**src/hdl/agef_pkg.sv**
```systemverilog
`timescale 1ns / 1ps
// ---------------------------------------------------------------------------
// agef_pkg
// Shared types and constants of the adaptive gain smoothing filter: register
// indexes, Q0.16 gain table and register reset values.
// ---------------------------------------------------------------------------
package agef_pkg;

    localparam int SAMPLE_W  = 16;
    localparam int GAIN_W    = 16;
    localparam int TIME_W    = 32;
    localparam int GAP_W     = 16;
    localparam int LIMIT_W   = 8;
    localparam int CFG_IDX_W = 3;
    localparam int CFG_DATA_W = 16;

    typedef enum logic [CFG_IDX_W-1:0] {
        CFG_MIN_GAP     = 3'd0,
        CFG_LIMIT_HUGE  = 3'd1,
        CFG_LIMIT_LARGE = 3'd2,
        CFG_LIMIT_MED   = 3'd3,
        CFG_LIMIT_SMALL = 3'd4,
        CFG_LIMIT_TINY  = 3'd5,
        CFG_LIMIT_LEAST = 3'd6
    } agef_cfg_idx_t;

    // gains in unsigned Q0.16
    localparam logic [GAIN_W-1:0] GAIN_095  = 16'd62259;
    localparam logic [GAIN_W-1:0] GAIN_080  = 16'd52429;
    localparam logic [GAIN_W-1:0] GAIN_040  = 16'd26214;
    localparam logic [GAIN_W-1:0] GAIN_020  = 16'd13107;
    localparam logic [GAIN_W-1:0] GAIN_010  = 16'd6554;
    localparam logic [GAIN_W-1:0] GAIN_005  = 16'd3277;
    localparam logic [GAIN_W-1:0] GAIN_0025 = 16'd1638;

    localparam logic [GAP_W-1:0]   RST_MIN_GAP     = 16'd1;
    localparam logic [LIMIT_W-1:0] RST_LIMIT_HUGE  = 8'd250;
    localparam logic [LIMIT_W-1:0] RST_LIMIT_LARGE = 8'd75;
    localparam logic [LIMIT_W-1:0] RST_LIMIT_MED   = 8'd25;
    localparam logic [LIMIT_W-1:0] RST_LIMIT_SMALL = 8'd10;
    localparam logic [LIMIT_W-1:0] RST_LIMIT_TINY  = 8'd5;
    localparam logic [LIMIT_W-1:0] RST_LIMIT_LEAST = 8'd2;

    typedef struct packed {
        logic [LIMIT_W-1:0] huge;
        logic [LIMIT_W-1:0] large_lim;
        logic [LIMIT_W-1:0] med;
        logic [LIMIT_W-1:0] small_lim;
        logic [LIMIT_W-1:0] tiny;
        logic [LIMIT_W-1:0] least;
    } agef_limits_t;

endpackage

```
**src/hdl/adaptive_gain_ema_filter.sv**
```systemverilog
`timescale 1ns / 1ps
// ---------------------------------------------------------------------------
// adaptive_gain_ema_filter
// Multi-channel exponential smoothing filter with a gain that adapts to the
// size of each step, gated by a shared millisecond timer.
// ---------------------------------------------------------------------------
// The block takes one beat per clock unless the output stalls or a same-channel
// update ahead holds it, and returns one beat per input beat, in order; each
// beat passes the decision, multiply and round stages and the output register. The
// smoothed values live in a small RAM that is read on acceptance and written
// back from the round stage; a beat whose channel has an update still in the
// multiply or round stages waits until that write has happened. Gain and
// timer are shared by all channels and are settled in the decision stage, so
// they never hold the stream. Beats on alternating channels still wait when
// the update two beats ahead, in the round stage, is on the same channel.
// Configuration writes are accepted in every cycle and must be made while
// the filter is idle.
// ---------------------------------------------------------------------------
module adaptive_gain_ema_filter
    import agef_pkg::*;
#(
    parameter int CHANNELS = 2
) (
    input  logic                  clk,
    input  logic                  rst_n,
    input  logic                  s_tvalid,
    output logic                  s_tready,
    input  logic [47:0]           s_tdata,   // sample[15:0], now_ms[47:16]
    input  logic                  s_tuser,   // channel
    output logic                  m_tvalid,
    input  logic                  m_tready,
    output logic [15:0]           m_tdata,   // filtered[15:0]
    output logic                  m_tuser,   // updated
    input  logic                  cfg_valid,
    output logic                  cfg_ready,
    input  logic [CFG_IDX_W-1:0]  cfg_index,
    input  logic [CFG_DATA_W-1:0] cfg_data
);

    localparam int CH_W   = (CHANNELS > 1) ? $clog2(CHANNELS) : 1;
    localparam int DIFF_W = SAMPLE_W + 1;
    localparam int PROD_W = 2 * DIFF_W;
    localparam int STEP_W = PROD_W + 1 - GAIN_W;
    localparam int SUM_W  = STEP_W + 1;

    // configuration
    logic [GAP_W-1:0] min_gap_reg;
    agef_limits_t     limits_reg;

    // shared state
    logic [GAIN_W-1:0] gain_reg;
    logic [TIME_W-1:0] last_ms_reg;
    logic [CHANNELS-1:0] vld_reg;

    // decision stage
    logic                       b_valid_reg;
    logic signed [SAMPLE_W-1:0] b_sample_reg;
    logic [CH_W-1:0]            b_ch_reg;
    logic [TIME_W-1:0]          b_now_reg;

    // multiply stage
    logic                       c_valid_reg;
    logic                       c_upd_reg;
    logic [CH_W-1:0]            c_ch_reg;
    logic signed [SAMPLE_W-1:0] c_cur_reg;
    logic signed [DIFF_W-1:0]   c_diff_reg;
    logic [GAIN_W-1:0]          c_gain_reg;

    // round stage
    logic                       d_valid_reg;
    logic                       d_upd_reg;
    logic [CH_W-1:0]            d_ch_reg;
    logic signed [SAMPLE_W-1:0] d_cur_reg;
    logic signed [PROD_W-1:0]   d_prod_reg;

    // output
    logic                o_valid_reg;
    logic [SAMPLE_W-1:0] o_data_reg;
    logic                o_upd_reg;

    // write-back bypass
    logic                       wrl_valid_reg;
    logic [CH_W-1:0]            wrl_ch_reg;
    logic signed [SAMPLE_W-1:0] wrl_data_reg;

    logic o_ready, d_adv, d_ready, c_ready, hazard, b_go, s_acc;
    logic [CH_W-1:0]            s_ch;
    logic [CH_W-1:0]            rd_addr;
    logic [SAMPLE_W-1:0]        rd_data;
    logic signed [SAMPLE_W-1:0] cur;
    logic signed [DIFF_W-1:0]   diff;
    logic [DIFF_W-1:0]          absd;
    logic [LIMIT_W-1:0]         mag;
    logic [TIME_W-1:0]          elapsed;
    logic                       upd;
    logic [GAIN_W-1:0]          gain_next;
    logic signed [PROD_W-1:0]   prod_next;
    logic signed [PROD_W:0]     rsum;
    logic signed [STEP_W-1:0]   step;
    logic signed [SUM_W-1:0]    sum;
    logic signed [SAMPLE_W-1:0] sat;
    logic signed [SAMPLE_W-1:0] d_next;
    logic                       wr_en;

    // handshake chain
    assign o_ready  = !o_valid_reg || m_tready;
    assign d_adv    = d_valid_reg && o_ready;
    assign d_ready  = !d_valid_reg || o_ready;
    assign c_ready  = !c_valid_reg || d_ready;
    assign hazard   = (c_valid_reg && c_upd_reg && (c_ch_reg == b_ch_reg))
                   || (d_valid_reg && d_upd_reg && (d_ch_reg == b_ch_reg));
    assign b_go     = b_valid_reg && c_ready && !hazard;
    assign s_tready = !b_valid_reg || b_go;
    assign s_acc    = s_tvalid && s_tready;
    assign cfg_ready = 1'b1;

    assign s_ch    = (CHANNELS > 1) ? CH_W'(s_tuser) : '0;
    assign rd_addr = s_acc ? s_ch : b_ch_reg;

    agef_ram #(
        .WIDTH (SAMPLE_W),
        .DEPTH (CHANNELS),
        .ADDR_W(CH_W)
    ) u_value_ram (
        .clk    (clk),
        .wr_en  (wr_en),
        .wr_addr(d_ch_reg),
        .wr_data(d_next),
        .rd_addr(rd_addr),
        .rd_data(rd_data)
    );

    // decision stage logic
    always_comb
    begin
        if (wrl_valid_reg && (wrl_ch_reg == b_ch_reg))
        begin
            cur = wrl_data_reg;
        end
        else if (vld_reg[b_ch_reg])
        begin
            cur = $signed(rd_data);
        end
        else
        begin
            cur = '0;
        end
        diff    = $signed({b_sample_reg[SAMPLE_W-1], b_sample_reg})
                - $signed({cur[SAMPLE_W-1], cur});
        absd    = diff[DIFF_W-1] ? DIFF_W'(-diff) : DIFF_W'(diff);
        mag     = (|absd[DIFF_W-1:12]) ? {LIMIT_W{1'b1}} : absd[11:4];
        elapsed = b_now_reg - last_ms_reg;
        upd     = elapsed > TIME_W'(min_gap_reg);
    end

    always_comb
    begin
        if (mag > limits_reg.huge)
        begin
            gain_next = GAIN_095;
        end
        else if (mag > limits_reg.large_lim)
        begin
            gain_next = GAIN_080;
        end
        else if (mag > limits_reg.med)
        begin
            gain_next = GAIN_040;
        end
        else if (mag > limits_reg.small_lim)
        begin
            gain_next = GAIN_020;
        end
        else if (mag > limits_reg.tiny)
        begin
            gain_next = GAIN_010;
        end
        else if (mag > limits_reg.least)
        begin
            gain_next = GAIN_005;
        end
        else if (mag != '0)
        begin
            gain_next = GAIN_0025;
        end
        else
        begin
            gain_next = gain_reg;
        end
    end

    // multiply stage logic
    assign prod_next = c_diff_reg * $signed({1'b0, c_gain_reg});

    // round stage logic, ties toward plus infinity
    always_comb
    begin
        rsum = $signed({d_prod_reg[PROD_W-1], d_prod_reg})
             + $signed((PROD_W + 1)'(32768));
        step = rsum[PROD_W:GAIN_W];
        sum  = $signed({{(SUM_W - SAMPLE_W){d_cur_reg[SAMPLE_W-1]}}, d_cur_reg})
             + $signed({step[STEP_W-1], step});
        if (sum[SUM_W-1:SAMPLE_W-1] == '0 || sum[SUM_W-1:SAMPLE_W-1] == '1)
        begin
            sat = sum[SAMPLE_W-1:0];
        end
        else if (sum[SUM_W-1])
        begin
            sat = {1'b1, {(SAMPLE_W-1){1'b0}}};
        end
        else
        begin
            sat = {1'b0, {(SAMPLE_W-1){1'b1}}};
        end
        d_next = d_upd_reg ? sat : d_cur_reg;
    end

    assign wr_en = d_adv && d_upd_reg;

    // configuration registers
    always_ff @(posedge clk or negedge rst_n)
    begin
        if (!rst_n)
        begin
            min_gap_reg          <= RST_MIN_GAP;
            limits_reg.huge      <= RST_LIMIT_HUGE;
            limits_reg.large_lim <= RST_LIMIT_LARGE;
            limits_reg.med       <= RST_LIMIT_MED;
            limits_reg.small_lim <= RST_LIMIT_SMALL;
            limits_reg.tiny      <= RST_LIMIT_TINY;
            limits_reg.least     <= RST_LIMIT_LEAST;
        end
        else if (cfg_valid && cfg_ready)
        begin
            case (agef_cfg_idx_t'(cfg_index))
                CFG_MIN_GAP:     min_gap_reg          <= cfg_data;
                CFG_LIMIT_HUGE:  limits_reg.huge      <= cfg_data[LIMIT_W-1:0];
                CFG_LIMIT_LARGE: limits_reg.large_lim <= cfg_data[LIMIT_W-1:0];
                CFG_LIMIT_MED:   limits_reg.med       <= cfg_data[LIMIT_W-1:0];
                CFG_LIMIT_SMALL: limits_reg.small_lim <= cfg_data[LIMIT_W-1:0];
                CFG_LIMIT_TINY:  limits_reg.tiny      <= cfg_data[LIMIT_W-1:0];
                CFG_LIMIT_LEAST: limits_reg.least     <= cfg_data[LIMIT_W-1:0];
                default:         ;
            endcase
        end
    end

    // control state
    always_ff @(posedge clk or negedge rst_n)
    begin
        if (!rst_n)
        begin
            b_valid_reg   <= 1'b0;
            c_valid_reg   <= 1'b0;
            d_valid_reg   <= 1'b0;
            o_valid_reg   <= 1'b0;
            wrl_valid_reg <= 1'b0;
            vld_reg       <= '0;
            gain_reg      <= '0;
            last_ms_reg   <= '0;
        end
        else
        begin
            if (s_acc)
            begin
                b_valid_reg <= 1'b1;
            end
            else if (b_go)
            begin
                b_valid_reg <= 1'b0;
            end
            if (c_ready)
            begin
                c_valid_reg <= b_go;
            end
            if (d_ready)
            begin
                d_valid_reg <= c_valid_reg;
            end
            if (o_ready)
            begin
                o_valid_reg <= d_valid_reg;
            end
            wrl_valid_reg <= wr_en;
            if (wr_en)
            begin
                vld_reg[d_ch_reg] <= 1'b1;
            end
            if (b_go && upd)
            begin
                gain_reg    <= gain_next;
                last_ms_reg <= b_now_reg;
            end
        end
    end

    // payload
    always_ff @(posedge clk)
    begin
        if (s_acc)
        begin
            b_sample_reg <= $signed(s_tdata[15:0]);
            b_now_reg    <= s_tdata[47:16];
            b_ch_reg     <= s_ch;
        end
        if (c_ready)
        begin
            c_upd_reg  <= upd;
            c_ch_reg   <= b_ch_reg;
            c_cur_reg  <= cur;
            c_diff_reg <= diff;
            c_gain_reg <= gain_next;
        end
        if (d_ready)
        begin
            d_upd_reg  <= c_upd_reg;
            d_ch_reg   <= c_ch_reg;
            d_cur_reg  <= c_cur_reg;
            d_prod_reg <= prod_next;
        end
        if (o_ready)
        begin
            o_data_reg <= d_next;
            o_upd_reg  <= d_upd_reg;
        end
        if (wr_en)
        begin
            wrl_ch_reg   <= d_ch_reg;
            wrl_data_reg <= d_next;
        end
    end

    assign m_tvalid = o_valid_reg;
    assign m_tdata  = o_data_reg;
    assign m_tuser  = o_upd_reg;

endmodule

```
**src/hdl/agef_ram.sv**
```systemverilog
`timescale 1ns / 1ps
// ---------------------------------------------------------------------------
// agef_ram
// Generic single-write, single-read RAM with registered read data.
// ---------------------------------------------------------------------------
module agef_ram #(
    parameter int WIDTH = 16,
    parameter int DEPTH = 2,
    parameter int ADDR_W = (DEPTH > 1) ? $clog2(DEPTH) : 1
) (
    input  logic              clk,
    input  logic              wr_en,
    input  logic [ADDR_W-1:0] wr_addr,
    input  logic [WIDTH-1:0]  wr_data,
    input  logic [ADDR_W-1:0] rd_addr,
    output logic [WIDTH-1:0]  rd_data
);

    logic [WIDTH-1:0] mem_reg [DEPTH];
    logic [WIDTH-1:0] rd_data_reg;

    always_ff @(posedge clk)
    begin
        if (wr_en)
        begin
            mem_reg[wr_addr] <= wr_data;
        end
        rd_data_reg <= mem_reg[rd_addr];
    end

    assign rd_data = rd_data_reg;

endmodule

```
**config.mk**
```make
export PLATFORM = sky130hd
export DESIGN_NAME = adaptive_gain_ema_filter
export DESIGN_NICKNAME = d
export VERILOG_FILES = /design/src/hdl/agef_pkg.sv /design/src/hdl/adaptive_gain_ema_filter.sv /design/src/hdl/agef_ram.sv
export SDC_FILE = /design/constraint.sdc
export NUM_CORES = 1
export LEC_CHECK = 0
export ABC_CLOCK_PERIOD_IN_PS = 8270
export BUFFER_PORTS_ARGS = -buffer_cell sky130_fd_sc_hd__buf_4
export CELL_PAD_IN_SITES_DETAIL_PLACEMENT = 1
export CELL_PAD_IN_SITES_GLOBAL_PLACEMENT = 1
export CORE_UTILIZATION = 51
export CTS_CLUSTER_DIAMETER = 100
export CTS_CLUSTER_SIZE = 24
export DETAILED_ROUTE_END_ITERATION = 8
export MAX_ROUTING_LAYER = met4
export PLACE_DENSITY_LB_ADDON = 0.1
export SYNTH_ARGS = -nofsm -noshare
export SYNTH_HDL_FRONTEND = slang
export SYNTH_SLANG_ARGS = --single-unit
```
**constraint.sdc**
```tcl
create_clock -name clk -period 8.27 [get_ports clk]
set_input_delay 0 -clock clk [delete_from_list [all_inputs] [get_ports clk]]
set_output_delay 0 -clock clk [all_outputs]
set_load 0.05 [all_outputs]
```
==> Flow_metrics.wiki <==
{| class="wikitable"
! Metric !! Value
|-
| Final period util || between 90% and 100%
|-
| Fraction of layout instances using a drive strength above 1 || 10.5%
|-
| Hpwl dp || 55.7 mm
|-
| Syn avg cell area || 10.4 µm²
|-
| Maximum capacitance violations || 0
|-
| Maximum achievable frequency || roughly 0.13 GHz
|-
| Final routed wire length divided by cell count || around 20 µm
|-
| Number of nets with antenna violations after routing || 0
|-
| Unrepaired setup endpoints after global routing || no
|-
| Layout overhead on the synthesized area || 10.5%
|-
| Core outline area || around 54,000 µm²
|-
| Post-synthesis net count || around 3,200
|-
| Crit path from || c_gain_reg[4]
|-
| Setup Crit Path Kind || reg2reg
|-
| Most instantiated flip-flop cell in the synthesis netlist || edfxtp_1
|-
| Aggregate negative setup slack || 0 ns
|-
| Worst reg2reg endpoint || d_prod_reg[32]
|-
| Floorplan die width || approximately 230 µm
|-
| Area of the die || around 55,000 µm²
|-
| Total overflow reported by the global router || 0
|-
| Number of enable flip-flop cells after synthesis || between 200 and 250
|-
| Worst Path Max Fanout || 17
|-
| Clock buffers created by TritonCTS || 18
|-
| Pins Over Slew Limit || 0
|-
| GRT Total Usage || 27.4%
|-
| Initial core utilization || about half
|-
| Number of global-route vias before repair || about 22,000
|-
| Post-layout net count || 3,373
|-
| Root Buffer Master || clkbuf_16
|-
| Area post-placement || about 30,000 µm²
|-
| Asr flop ratio synth || 35.2%
|-
| Port bufs || 91
|-
| Remaining DRCs || 0
|-
| Clock transition time at the flip-flop clock pins of the worst setup and hold paths || about 0.10 ns
|-
| Count of cell types in the netlist || 91
|-
| CTS max path bufs || 3
|-
| Kind of end point of the critical path || flop
|-
| Normalized max-slew margin || ~23%
|-
| Slew of the pin with the lowest slew margin || 1.16 ns
|-
| Register-to-register path setup slack || between 0.5 and 0.6 ns
|-
| Post-synth design cell area || about 28,000 µm²
|-
| Count of state elements after synthesis || approximately 340
|-
| Path class of the lowest-slack min-delay path || in2async
|-
| First DRT Iteration DRCs || approximately 950
|-
| GP Congestion || a little under 0.9
|-
| Rows || 85
|-
| Count of clock tree sinks || around 340
|-
| TritonRoute pass-1 iters || 5
|-
| Data required, critical path || roughly 8.6 ns
|-
| Hold violation total from the final report || 0
|-
| Insertion delay to the later sink of the worst-skew pair || between 0.5 and 0.6 ns
|-
| Time the worst path needs with I/O delays and setup || between 7 and 8 ns
|-
| Clock skew after layout || slightly below 0.03 ns
|-
| Vias post-DR || around 20,000
|-
| First-pass GRT wire length || ~120 mm
|-
| Element type at the critical path start || flop
|-
| Depth of the worst register-to-register path || 24
|-
| Number of vias per cell || approximately 5.5
|-
| Data arrival time at the worst-slack endpoint || 7.99 ns
|-
| CTS tree || done
|-
| Leading cell type in the layout, fill and taps excluded || inv_1
|-
| Number of flip-flops in the largest register || between 40 and 50
|-
| Outcome || completed
|-
| Antenna violations before repair || 4
|-
| Total wire length after detailed routing || just over 70 mm
|-
| Total number of yosys warnings || 0
|-
| Commonest cells after routing, fill and taps aside || inv_1 (464), nand2_1 (314), fa_1 (280)
|-
| Post-route cell area || ~31,000 µm²
|-
| Final setup fails || 0
|-
| H-tree depth || 1
|-
| Instance count of the mapped netlist || approximately 2,700
|-
| Largest net degree at the start of global routing || between 70 and 80
|-
| Vertical die dimension || roughly 230 µm
|-
| R2r startpoint || c_gain_reg[4]
|-
| Sequential element share of the synthesized area || roughly 34%
|-
| Total I/O pin count || 93
|}
-- cells in the mapped netlist, types with 20 or more instances --
cell,instances,area share [%]
a21o_1,49,1.3
a21oi_1,95,1.7
and2_1,122,2.8
clkbuf_1,60,0.81
dfrtp_1,100,9.0
edfxtp_1,202,22
fa_1,280,20
ha_1,210,9.5
inv_1,465,6.3
mux2_2,78,3.2
nand2_1,316,4.3
nand3_1,38,0.69
nor2_1,82,1.1
nor3_1,20,0.36
o21a_1,27,0.73
o21ai_0,85,1.5
o21bai_1,20,0.54
xnor2_1,66,2.1
xor2_1,39,1.2
-- cells by family after synthesis --
family          after synthesis  share of synthesized area (%)
mux                          83                           3.36
fa+ha+maj                   492                           29.8
buf+inv                     540                           7.44
xor+xnor                    105                           3.32
flops                       338                           34.0
simple gates                705                           12.4
compound gates              398                           9.65
other cells                   1                         0.0136
-- metal layers --
layer	track usage, %	routed length [µm]
met5	-	0
met3	3.01	2820
met2	47.4	36300
met4	7.66	2050
met1	33.9	30300
-- cell type report --
cell class	count	area, µm²
diodes	4	10.0
repair buffers	201	1690
clock buffers	27	505
flip-flops and latches	338	9410
multi-input cells	1785	16300
fillers	5838	23100
well taps	696	871
inverters	466	1750
clock inverters	5	43.8
-- worst max-delay path: stages (launching register included) --
cell,delay [ns]
edfxtp_1,0.72
nand2_1,0.14
fa_1,0.50
inv_1,0.05
fa_1,0.54
inv_1,0.06
fa_1,0.51
inv_1,0.06
fa_1,0.54
inv_1,0.06
fa_1,0.53
inv_1,0.06
fa_1,0.49
ha_1,0.33
nand2_1,0.07
o21ai_0,0.29
nor2_1,0.12
a211oi_2,0.38
a41oi_1,0.20
a21oi_1,0.46
a41oi_1,0.30
o31ai_1,0.56
o41ai_1,0.22
o21bai_1,0.19
xor2_1,0.08
-- worst max-delay path by stage --
stage                           endpoint  slack (ns)
after floorplan              gain_reg[0]        1.12
after global routing       c_gain_reg[1]        0.08
after detailed placement    gain_reg[12]        0.05
after global placement       gain_reg[4]        0.51
after CTS                    gain_reg[6]        0.05
final                     d_prod_reg[32]        0.58
-- metrics by stage --
stage	utilization (%)	hold slack (ns)	worst slack, ns	std cells
floorplan	-	-0.296	1.12	2662
global placement	54.3	0.0465	0.510	3405
detailed placement	54.3	0.0629	0.0508	3405
CTS	56.7	0.0163	0.0478	3510
global route	56.9	0.0608	0.0771	3522
finish	56.9	0.00925	0.581	3522
-- timing repair --
item | in CTS | in global routing
pin swaps | 0 | 1
resized for setup | 1 | 10
setup buffers | 0 | 7
hold endpoints to repair | 160 | 0
gates cloned | 0 | 1
setup endpoints to repair | 5 | 35
hold buffers | 73 | 0
Power is not shown: default switching activity piles up to over one toggle a cycle in this logic, so the estimate is an artifact.
